--- config.mk ---
export PLATFORM = sky130hd
export DESIGN_NAME = av1_obu_header_parser_core
export DESIGN_NICKNAME = d
export VERILOG_FILES = /design/src/rtl/av1obu_pkg.sv /design/src/rtl/av1_obu_header_parser_core.sv
export VERILOG_INCLUDE_DIRS = /design/src /design/src/rtl
export SDC_FILE = /design/constraint.sdc
export NUM_CORES = 1
export LEC_CHECK = 0
export ABC_AREA = 1
export BUFFER_PORTS_ARGS = -buffer_cell sky130_fd_sc_hd__buf_2
export CORE_MARGIN = 3
export CORE_UTILIZATION = 63
export DETAILED_ROUTE_END_ITERATION = 7
export GPL_TIMING_DRIVEN = 0
export MAX_ROUTING_LAYER = met4
export PLACE_DENSITY = 0.88
export SETUP_SLACK_MARGIN = 0.02
export SLEW_MARGIN = 20
export SYNTH_ARGS = -nofsm -noshare
export SYNTH_HDL_FRONTEND = slang
export SYNTH_SLANG_ARGS = --single-unit
export TNS_END_PERCENT = 100
--- constraint.sdc ---
create_clock -name clk -period 9.05 [get_ports clk]
set_input_delay 1.81 -clock clk [delete_from_list [all_inputs] [get_ports clk]]
set_output_delay 1.81 -clock clk [all_outputs]
set_load 0.02 [all_outputs]
--- src/rtl/av1_obu_header_parser_core_macros.svh ---
// assertion macros for the obu header parser
`ifndef AV1_OBU_HEADER_PARSER_CORE_MACROS_SVH
`define AV1_OBU_HEADER_PARSER_CORE_MACROS_SVH

`ifndef SYNTHESIS
`define OBU_ASSERT_IMPL(lbl, pre, post, msg) \
  lbl: assert property (@(posedge clk) disable iff (rst) (pre) |-> (post)) else $error(msg);
`define OBU_ASSERT_NEXT(lbl, pre, post, msg) \
  lbl: assert property (@(posedge clk) disable iff (rst) (pre) |=> (post)) else $error(msg);
`else
`define OBU_ASSERT_IMPL(lbl, pre, post, msg)
`define OBU_ASSERT_NEXT(lbl, pre, post, msg)
`endif

`endif

--- src/rtl/av1obu_pkg.sv ---
// types, codes and type mapping for the obu header parser
`timescale 1ns / 1ps

package av1obu_pkg;

  typedef enum logic [1:0] {
    PH_IDLE = 2'd0,
    PH_EXT  = 2'd1,
    PH_SIZE = 2'd2
  } phase_t;

  localparam logic [1:0] ST_COMPLETE  = 2'd0;
  localparam logic [1:0] ST_TRUNCATED = 2'd1;
  localparam logic [1:0] ST_TOO_LONG  = 2'd2;

  localparam logic [3:0] TYPE_PADDING  = 4'd15;
  localparam logic [3:0] KIND_RESERVED = 4'd0;
  localparam logic [3:0] KIND_PADDING  = 4'd9;

  localparam int SIZE_W = 56;
  localparam int LEB_LANE_W = 7;
  localparam logic [3:0] MAX_HEADER_LEN = 4'd10;

  typedef struct packed {
    logic [3:0]        type_index;
    logic [3:0]        type_kind;
    logic              extension_present;
    logic              size_present;
    logic [2:0]        temporal_layer;
    logic [1:0]        spatial_layer;
    logic [SIZE_W-1:0] payload_size;
    logic [3:0]        header_length;
    logic [1:0]        parse_status;
    logic              reserved_violation;
  } result_t;

  function automatic logic [3:0] kind_of(input logic [3:0] idx);
    logic [3:0] kind;
    kind = KIND_RESERVED;
    if (idx == TYPE_PADDING) begin
      kind = KIND_PADDING;
    end else if (idx inside {[4'd1:4'd8]}) begin
      kind = idx;
    end
    return kind;
  endfunction

endpackage

--- src/rtl/av1_obu_header_parser_core.sv ---
// obu header parser: byte-wide header parsing with a two-entry result buffer
`timescale 1ns / 1ps
// Usage
//   Input channel: one header byte per item on data_byte, with start_mark set on
//   the first byte of each header and end_of_data set on the last available byte.
//   Handshake: in_valid / in_stall, an item moves when valid is high and stall low.
//   Output channel: one result per header on the field ports, out_valid /
//   out_stall, raised when the header is complete, cut short, or its size field
//   runs past MAX_SIZE_BYTES bytes.
//   Throughput: one byte per cycle while in_stall is low; the header state is
//   updated in the cycle the byte is taken, so the next byte may follow directly.
//   Results: the result of the byte that closes a header is registered into the
//   output register, or into the skid entry while the output register is stalled.
//   Stall: results sit in an output register backed by one skid entry; input
//   keeps flowing while the output register waits, and in_stall rises only
//   once the skid entry is also occupied.
//   Reset: rst is synchronous and active high; it empties both result entries
//   and puts the parser back to waiting for a start byte.
//   Bytes without start_mark while no header is open are dropped silently.

`include "av1_obu_header_parser_core_macros.svh"

module av1_obu_header_parser_core #(
  parameter int MAX_SIZE_BYTES = 8
) (
  input  logic        clk,
  input  logic        rst,
  input  logic        in_valid,
  output logic        in_stall,
  input  logic [7:0]  data_byte,
  input  logic        start_mark,
  input  logic        end_of_data,
  output logic        out_valid,
  input  logic        out_stall,
  output logic [3:0]  type_index,
  output logic [3:0]  type_kind,
  output logic        extension_present,
  output logic        size_present,
  output logic [2:0]  temporal_layer,
  output logic [1:0]  spatial_layer,
  output logic [55:0] payload_size,
  output logic [3:0]  header_length,
  output logic [1:0]  parse_status,
  output logic        reserved_violation
);

  localparam int LEB_CNT_W = $clog2(MAX_SIZE_BYTES + 1);

  av1obu_pkg::phase_t phase, phase_next;
  logic [3:0]                  held_type, held_type_next;
  logic                        held_ext, held_ext_next;
  logic                        held_size_flag, held_size_flag_next;
  logic [2:0]                  held_temporal, held_temporal_next;
  logic [1:0]                  held_spatial, held_spatial_next;
  logic [av1obu_pkg::SIZE_W-1:0] size_acc, size_acc_next;
  logic [LEB_CNT_W-1:0]        leb_cnt, leb_cnt_next;
  logic [3:0]                  consumed, consumed_next;
  logic                        violation, violation_next;

  logic                        accept;
  logic                        emit;
  logic [1:0]                  status;
  logic                        push;
  av1obu_pkg::result_t         res_new;
  av1obu_pkg::result_t         res_main;
  av1obu_pkg::result_t         res_skid;
  logic                        main_valid;
  logic                        skid_valid;

  assign in_stall = skid_valid;
  assign accept   = in_valid && !skid_valid;
  assign push     = accept && emit;

  // header state register
  always_ff @(posedge clk) begin
    if (rst) begin
      phase          <= av1obu_pkg::PH_IDLE;
      held_type      <= '0;
      held_ext       <= 1'b0;
      held_size_flag <= 1'b0;
      held_temporal  <= '0;
      held_spatial   <= '0;
      size_acc       <= '0;
      leb_cnt        <= '0;
      consumed       <= '0;
      violation      <= 1'b0;
    end else begin
      phase          <= phase_next;
      held_type      <= held_type_next;
      held_ext       <= held_ext_next;
      held_size_flag <= held_size_flag_next;
      held_temporal  <= held_temporal_next;
      held_spatial   <= held_spatial_next;
      size_acc       <= size_acc_next;
      leb_cnt        <= leb_cnt_next;
      consumed       <= consumed_next;
      violation      <= violation_next;
    end
  end

  // per-byte parse step
  always_comb begin
    phase_next          = phase;
    held_type_next      = held_type;
    held_ext_next       = held_ext;
    held_size_flag_next = held_size_flag;
    held_temporal_next  = held_temporal;
    held_spatial_next   = held_spatial;
    size_acc_next       = size_acc;
    leb_cnt_next        = leb_cnt;
    consumed_next       = consumed;
    violation_next      = violation;
    emit                = 1'b0;
    status              = av1obu_pkg::ST_COMPLETE;
    if (accept) begin
      if (start_mark) begin
        held_type_next      = data_byte[6:3];
        held_ext_next       = data_byte[2];
        held_size_flag_next = data_byte[1];
        held_temporal_next  = '0;
        held_spatial_next   = '0;
        size_acc_next       = '0;
        leb_cnt_next        = '0;
        consumed_next       = 4'd1;
        violation_next      = data_byte[7] | data_byte[0];
        if (data_byte[2]) begin
          phase_next = av1obu_pkg::PH_EXT;
        end else if (data_byte[1]) begin
          phase_next = av1obu_pkg::PH_SIZE;
        end else begin
          emit = 1'b1;
        end
        if (!emit && end_of_data) begin
          emit   = 1'b1;
          status = av1obu_pkg::ST_TRUNCATED;
        end
      end else begin
        case (phase)
          av1obu_pkg::PH_EXT: begin
            held_temporal_next = data_byte[7:5];
            held_spatial_next  = data_byte[4:3];
            if (|data_byte[2:0]) begin
              violation_next = 1'b1;
            end
            consumed_next = consumed + 4'd1;
            if (!held_size_flag) begin
              emit = 1'b1;
            end else begin
              phase_next = av1obu_pkg::PH_SIZE;
              if (end_of_data) begin
                emit   = 1'b1;
                status = av1obu_pkg::ST_TRUNCATED;
              end
            end
          end
          av1obu_pkg::PH_SIZE: begin
            // each size byte fills its own 7-bit lane
            for (int k = 0; k < MAX_SIZE_BYTES; k++) begin
              if (leb_cnt == LEB_CNT_W'(k)) begin
                size_acc_next[k*av1obu_pkg::LEB_LANE_W +: av1obu_pkg::LEB_LANE_W] =
                  data_byte[6:0];
              end
            end
            leb_cnt_next  = leb_cnt + LEB_CNT_W'(1);
            consumed_next = consumed + 4'd1;
            if (!data_byte[7]) begin
              emit = 1'b1;
            end else if (leb_cnt_next >= LEB_CNT_W'(MAX_SIZE_BYTES)) begin
              emit   = 1'b1;
              status = av1obu_pkg::ST_TOO_LONG;
            end else if (end_of_data) begin
              emit   = 1'b1;
              status = av1obu_pkg::ST_TRUNCATED;
            end
          end
          default: begin
          end
        endcase
      end
      if (emit) begin
        phase_next = av1obu_pkg::PH_IDLE;
      end
    end
  end

  always_comb begin
    res_new.type_index         = held_type_next;
    res_new.type_kind          = av1obu_pkg::kind_of(held_type_next);
    res_new.extension_present  = held_ext_next;
    res_new.size_present       = held_size_flag_next;
    res_new.temporal_layer     = held_temporal_next;
    res_new.spatial_layer      = held_spatial_next;
    res_new.payload_size       = size_acc_next;
    res_new.header_length      = consumed_next;
    res_new.parse_status       = status;
    res_new.reserved_violation = violation_next;
  end

  // output register with one skid entry
  always_ff @(posedge clk) begin
    if (rst) begin
      main_valid <= 1'b0;
      skid_valid <= 1'b0;
    end else if (!main_valid || !out_stall) begin
      if (skid_valid) begin
        main_valid <= 1'b1;
        skid_valid <= 1'b0;
      end else begin
        main_valid <= push;
      end
    end else if (push) begin
      skid_valid <= 1'b1;
    end
  end

  always_ff @(posedge clk) begin
    if (!main_valid || !out_stall) begin
      if (skid_valid) begin
        res_main <= res_skid;
      end else if (push) begin
        res_main <= res_new;
      end
    end else if (push) begin
      res_skid <= res_new;
    end
  end

  assign out_valid          = main_valid;
  assign type_index         = res_main.type_index;
  assign type_kind          = res_main.type_kind;
  assign extension_present  = res_main.extension_present;
  assign size_present       = res_main.size_present;
  assign temporal_layer     = res_main.temporal_layer;
  assign spatial_layer      = res_main.spatial_layer;
  assign payload_size       = res_main.payload_size;
  assign header_length      = res_main.header_length;
  assign parse_status       = res_main.parse_status;
  assign reserved_violation = res_main.reserved_violation;

  `OBU_ASSERT_IMPL(a_skid_behind_main, skid_valid, main_valid,
                   "skid entry without main entry")
  `OBU_ASSERT_NEXT(a_stalled_result_kept, main_valid && out_stall, main_valid,
                   "stalled result dropped")
  `OBU_ASSERT_IMPL(a_open_header_length, phase != av1obu_pkg::PH_IDLE,
                   (consumed != 4'd0) && (consumed < av1obu_pkg::MAX_HEADER_LEN),
                   "open header byte count out of range")
  `OBU_ASSERT_IMPL(a_size_count_bound, phase == av1obu_pkg::PH_SIZE,
                   leb_cnt < LEB_CNT_W'(MAX_SIZE_BYTES),
                   "size byte count past limit")
  `OBU_ASSERT_IMPL(a_result_sane, main_valid,
                   (res_main.header_length != 4'd0) && (res_main.parse_status != 2'd3),
                   "result with bad length or status")

endmodule
==> results.yml, run 1 <==
status:
  status: "finished clean"
clock_network:
  ctsHtreeMaxLevel: 1
  cts_sinks: 236
  clkTransAtPathRegs_ns: 0.06
  cts.repair.resized: 0
  cts-buffers-inserted: 23
  cts_tree: "built"
  cts_buffer_depth: 3
  hold_buffers: 0
  postCtsSetupBuffers: 0
  clkLatencyLatePin_ns: 0.51
  root_buffer: "clkbuf_16"
final_layout:
  final_area_mm2: 0.0109
  nFillCells: 859
  fin_nets: 991
  antenna_cells: 0
  layout.cells.non_filler: 1166
  area_delta_synth_final_pct: 16.6
  final_layout_size_suffix_gt1_share_pct: 23.3
critical_path:
  r2r_start: "in_stall"
  worstPathArrival_ns: 3.87
  cp.required_ns: 9.25
  r2r_slack_ns: 6.53
  endpoint_kind: "flip-flop"
  critical_path.endpoint: "res_skid[39]"
  crit_start: "data_byte[2]"
  r2r_cells: 7
  path_max_fanout: 27
  cp-start-kind: "input port"
  critPathKind: "input port to flip-flop"
  r2r-end: "res_skid[39]"
synth:
  async_flop_share_pct: 0
  synth_fp_nets: 874
  syn_area_mm2: 0.00934
  synth_top_family_by_area: "simple AND/OR/NAND/NOR gates"
  synth_top_flop_cell: "edfxtp_1"
  synth_top_area_cell: "edfxtp_1"
  yosys.area.top_type_share_pct: 50.1
  synthMuxAreaShare_pct: 0
  synth-adder-area-share_pct: 0.938
  avgSynthCellArea_um2: 11.0
  synth-compound-area-share_pct: 10.8
  yosys_warnings: 0
  syn-instance-count: 853
  yosys.area_share.simple_pct: 14.8
  yosysMostFrequentCell: "edfxtp_1"
  ys_ff_latch: 236
  synth.area.top_cells: "edfxtp_1 50%, dfxtp_1 17%, o211ai_1 5.1%"
  yosys.area_share.xor_xnor_pct: 0
  synth-edff-count: 156
  synth_common_cells: "156 x edfxtp_1, 120 x nand2_1, 95 x inv_1"
  seq_area_frac_synth_pct: 67.3
  synth_cell_type_count: 32
power_and_ir_drop:
  p_per_area_mw_per_mm2: 204
  ir_drop_uv: 192
  leakagePower_nw: 4.87
timing:
  hold_viol: 0
  finalCritPeriodShare_pct: 40.6
  fmax_mhz: 272
  finalSetupTns_ns: 0
  drv_slew: 0
  setup_violations: 0
  layout_setup_ws_ns: 5.38
  skew_ns: 0.0140
  relSlewSlack_pct: 40.1
  period_minus_slack_ns: 3.67
  tightest_slew_ns: 0.898
  rsz0062_at_grt: "false"
routing:
  via_per_inst: 5.71
  highest_layer: "met4"
  wl_per_cell_um: 18.3
  met2_length_mm: 10.6
  wl_met1_mm: 8.24
  drt_iter0_markers: 746
  route.met3.wl_mm: 1.68
  drc_errors: 0
  vias: 6653
  ant_nets: 0
  finalWirelength_mm: 21.3
  first_pass_iters: 5
placement:
  gp_congestion: 0.901
  placement.io_buffers: 86
  dp_hpwl_mm: 14.1
  placed_area_mm2: 0.0102
  dp_slack_ns: 4.90
  place_inst: 1125
global_routing:
  grt_max_degree: 29
  antenna_found_initial: 0
  grt_pass1_wl_mm: 33.9
  grt_usage_pct: 27.1
  grt_pass1_vias: 6606
  grt.overflow.total: 0
die:
  die_x_um: 128
  core_mm2: 0.0142
  design.die.area_mm2: 0.0163
  row_count: 43
  start_util_pct: 65.8
  ios: 94
  die_h_um: 128
hold_path:
  hold_class: "flip-flop to flip-flop"
job:
  maxCapViolCount: 0
==> routing by layer <==
layer | up-vias | GRT usage, %
li1 | 3108 | -
met1 | 3161 | 33.8
met2 | 318 | 44.6
met3 | 66 | 4.04
met4 | 0 | 11.4
met5 | - | -
==> cell type report <==
cell class	count	area (um^2)	share of cell area, %
sequential	236	6290	57.7
multi-input combinational	469	2490	22.9
clock buffer	32	662	6.08
timing repair buffer	92	576	5.28
inverter	108	405	3.72
tap	180	225	2.07
buffer	40	178	1.63
clock inverter	9	70.1	0.643
==> where the power goes <==
group	leakage, nW	switching (W)	total, W	internal, W
clock network	0.359	0.000387	0.000927	0.000539
registers	2.16	0.00000599	0.00117	0.00117
logic	2.35	0.0000879	0.000122	0.0000339
total	4.87	0.000481	0.00222	0.00174
==> cell families (layout without fill, tap and decap cells) <==
| family | Yosys count | count (layout) |
|---|---|---|
| simple gates | 300 | 300 |
| flops | 236 | 236 |
| compound gates | 162 | 162 |
| buf+inv | 148 | 281 |
| fa+ha+maj | 7 | 7 |
==> metrics by stage <==
step	utilization [%]	hold slack, ns	total power, W
final	76.7	0.498	0.00222
after global placement	70.4	0.473	0.00131
after CTS	76.7	0.496	0.00223
after global routing	76.7	0.521	0.00228
after floorplan	-	0.457	0.00127
after detailed placement	71.5	0.487	0.00132
==> worst max-delay path, cell delays in order <==
cell and delay, ns:
clkbuf_1 0.34, nor2_1 0.29, o21ai_0 0.12, nand2_1 0.11, nand2_1 0.18, nor2_4 0.55, buf_16 0.25, buf_12 0.21
==> layout by cell type, fill, tap and decap left out, types with 7 or more instances in the layout <==
cell type,n
edfxtp_1,156
nand2_1,120
inv_1,95
buf_2,93
nor2_1,86
dfxtp_1,80
o211ai_1,63
or2_2,61
o21ai_0,44
clkbuf_1,36
o21ai_1,35
clkbuf_16,25
inv_2,13
nand3_1,9
a21oi_1,8
ha_1,7
==> how the worst min path moves through the flow <==
stage	start	to	slack [ns]	cells after the start
final	phase[0]	phase[0]	0.50	2
after global routing	phase[0]	phase[0]	0.52	2
after CTS	phase[0]	phase[0]	0.50	2
after detailed placement	phase[0]	phase[0]	0.49	2
after global placement	phase[0]	phase[0]	0.47	2
after floorplan	phase[0]	phase[0]	0.46	2
==> registers in the layout, indices dropped and copies added, names as in the netlist, 2 cells and up <==
register and count:
consumed 4, payload_size 56, header_length 4, type_index 4
held_temporal 3, held_spatial 2, size_acc 56, res_skid 78
held_type 4, leb_cnt 4, parse_status 2, spatial_layer 2
temporal_layer 3, type_kind 4, phase 2
No activity file was read; power rests on OpenSTA's default activity.
==> run 2: changes to the inputs <==
CORE_UTILIZATION = 58   (was 63)
PLACE_DENSITY = 0.83   (was 0.88)
clock period = 3.5 ns   (was 9.05 ns; I/O delays follow)
==> results.yml, run 2 (synthesized netlist as in run 1, its figures left out) <==
final_layout:
  area_delta_synth_final_pct: 17.6
  nFillCells: 1076
  fin_nets: 991
  multiInputGateArea_mm2: 0.00249
  regMostFlops: "res_skid"
  fin_util_pct: 71.0
  antenna_cells: 0
  regArea_mm2: 0.00629
  final_common_cell: "edfxtp_1"
  final_area_mm2: 0.0110
  final_layout_size_suffix_gt1_share_pct: 23.3
  final_cell_mix: "156 x edfxtp_1, 120 x nand2_1, 95 x inv_1, 93 x buf_2, 86 x nor2_1"
  largest_register_ffs: 78
clock_network:
  clkTransAtPathRegs_ns: 0.06
  cts_sinks: 236
  cts_tree: "built"
  cts-buffers-inserted: 23
  cts_buffer_depth: 3
  clkLatencyLatePin_ns: 0.50
  hold_buffers: 0
  postCtsSetupBuffers: 0
  root_buffer: "clkbuf_16"
  ctsHtreeMaxLevel: 1
  cts.repair.resized: 0
routing:
  finalWirelength_mm: 19.7
  ant_nets: 0
  wl_met1_mm: 8.35
  vias: 6517
  highest_layer: "met4"
  met2_length_mm: 9.35
  wl_per_cell_um: 16.5
  drc_errors: 0
  route.met3.wl_mm: 1.37
  via_per_inst: 5.44
  drt_iter0_markers: 591
  first_pass_iters: 6
die:
  ios: 94
  die_x_um: 133
  die_h_um: 133
  start_util_pct: 60.3
  core_mm2: 0.0155
  design.die.area_mm2: 0.0177
  row_count: 45
power_and_ir_drop:
  p_per_area_mw_per_mm2: 533
  total_power_w: 0.00586
  p_int_w: 0.00463
  power_switching_w: 0.00123
  comb_power_share_pct: 5.3
  ir_drop_uv: 373
  leakagePower_nw: 4.89
  share_clk_of_total_power_pct: 43.0
  switching_share_pct: 21.0
  seqPwrFrac_pct: 51.7
timing:
  skew_ns: 0.00668
  setup_violations: 0
  layout_setup_ws_ns: 0.881
  hold_slack_ns: 0.512
  drv_slew: 0
  hold_viol: 0
  finalCritPeriodShare_pct: 74.8
  tightest_slew_ns: 0.892
  relSlewSlack_pct: 40.5
  period_minus_slack_ns: 2.62
  rsz0062_at_grt: "false"
  fmax_mhz: 382
critical_path:
  critPathKind: "input port to flip-flop"
  cp-start-kind: "input port"
  endpoint_kind: "flip-flop"
  cp.required_ns: 3.71
  worstPathArrival_ns: 2.82
  path_max_fanout: 24
status:
  status: "finished clean"
global_routing:
  grt_usage_pct: 22.9
  grt.overflow.total: 0
  antenna_found_initial: 0
  grt_pass1_vias: 6370
  grt_pass1_wl_mm: 31.7
  grt_max_degree: 27
hold_path:
  hold_class: "flip-flop to flip-flop"
placement:
  placed_area_mm2: 0.0102
  gp_congestion: 0.857
  placement.io_buffers: 86
  dp_hpwl_mm: 13.0
  dp_slack_ns: 0.359
job:
  maxCapViolCount: 0
run 2: changes by cell type in the layout (fill, tap and decap cells not counted):
cell	change
clkinv_2	-1
buf_16	+2
buf_8	-1
bufinv_16	+3
clkbuf_16	-2
buf_12	-1
run 2: worst max-delay path, cell delays in order:
cell and delay [ns]:
clkbuf_1 0.35, nor2_1 0.28, o21ai_0 0.11, nand2_1 0.10
nand2_1 0.16, nor2_4 0.67, buf_16 0.25, buf_16 0.19
run 2: metrics by stage:
stage	cells	TNS [ns]
floorplan	853	0
global placement	1150	-56.12
detailed placement	1156	0
CTS	1197	0
global route	1197	0
finish	1197	0
run 2: per-layer routing:
| layer | vias up | GRT usage (%) |
|---|---|---|
| met5 | - | - |
| li1 | 3112 | - |
| met3 | 53 | 3.46 |
| met1 | 3096 | 29.5 |
| met4 | 0 | 9.30 |
| met2 | 256 | 36.8 |
run 2: worst paths after layout:
path | startpoint | end | slack (ns) | depth (start not counted)
max | data_byte[1] | res_skid[14] | 0.88 | 8
min | phase[0] | phase[0] | 0.51 | 2
max reg2reg | phase[0] | res_skid[14] | 0.88 | 11
min reg2reg | phase[0] | phase[0] | 0.51 | 2
run 2: layout make-up:
type / count / area share, %
clock buffers: 30 / 5.57
repair buffers: 92 / 5.42
well taps: 211 / 2.40
inverters: 108 / 3.69
flip-flops and latches: 236 / 57.2
multi-input cells: 469 / 22.7
clock inverters: 11 / 1.41
plain buffers: 40 / 1.62
run 2: power groups by stage:
stage	combinational, W	sequential [W]	clock [W]
floorplan	0.000149	0.00314	0
global placement	0.000286	0.00309	0
detailed placement	0.000309	0.00309	0
CTS	0.000311	0.00303	0.00254
global route	0.000338	0.00303	0.00265
finish	0.000311	0.00303	0.00252
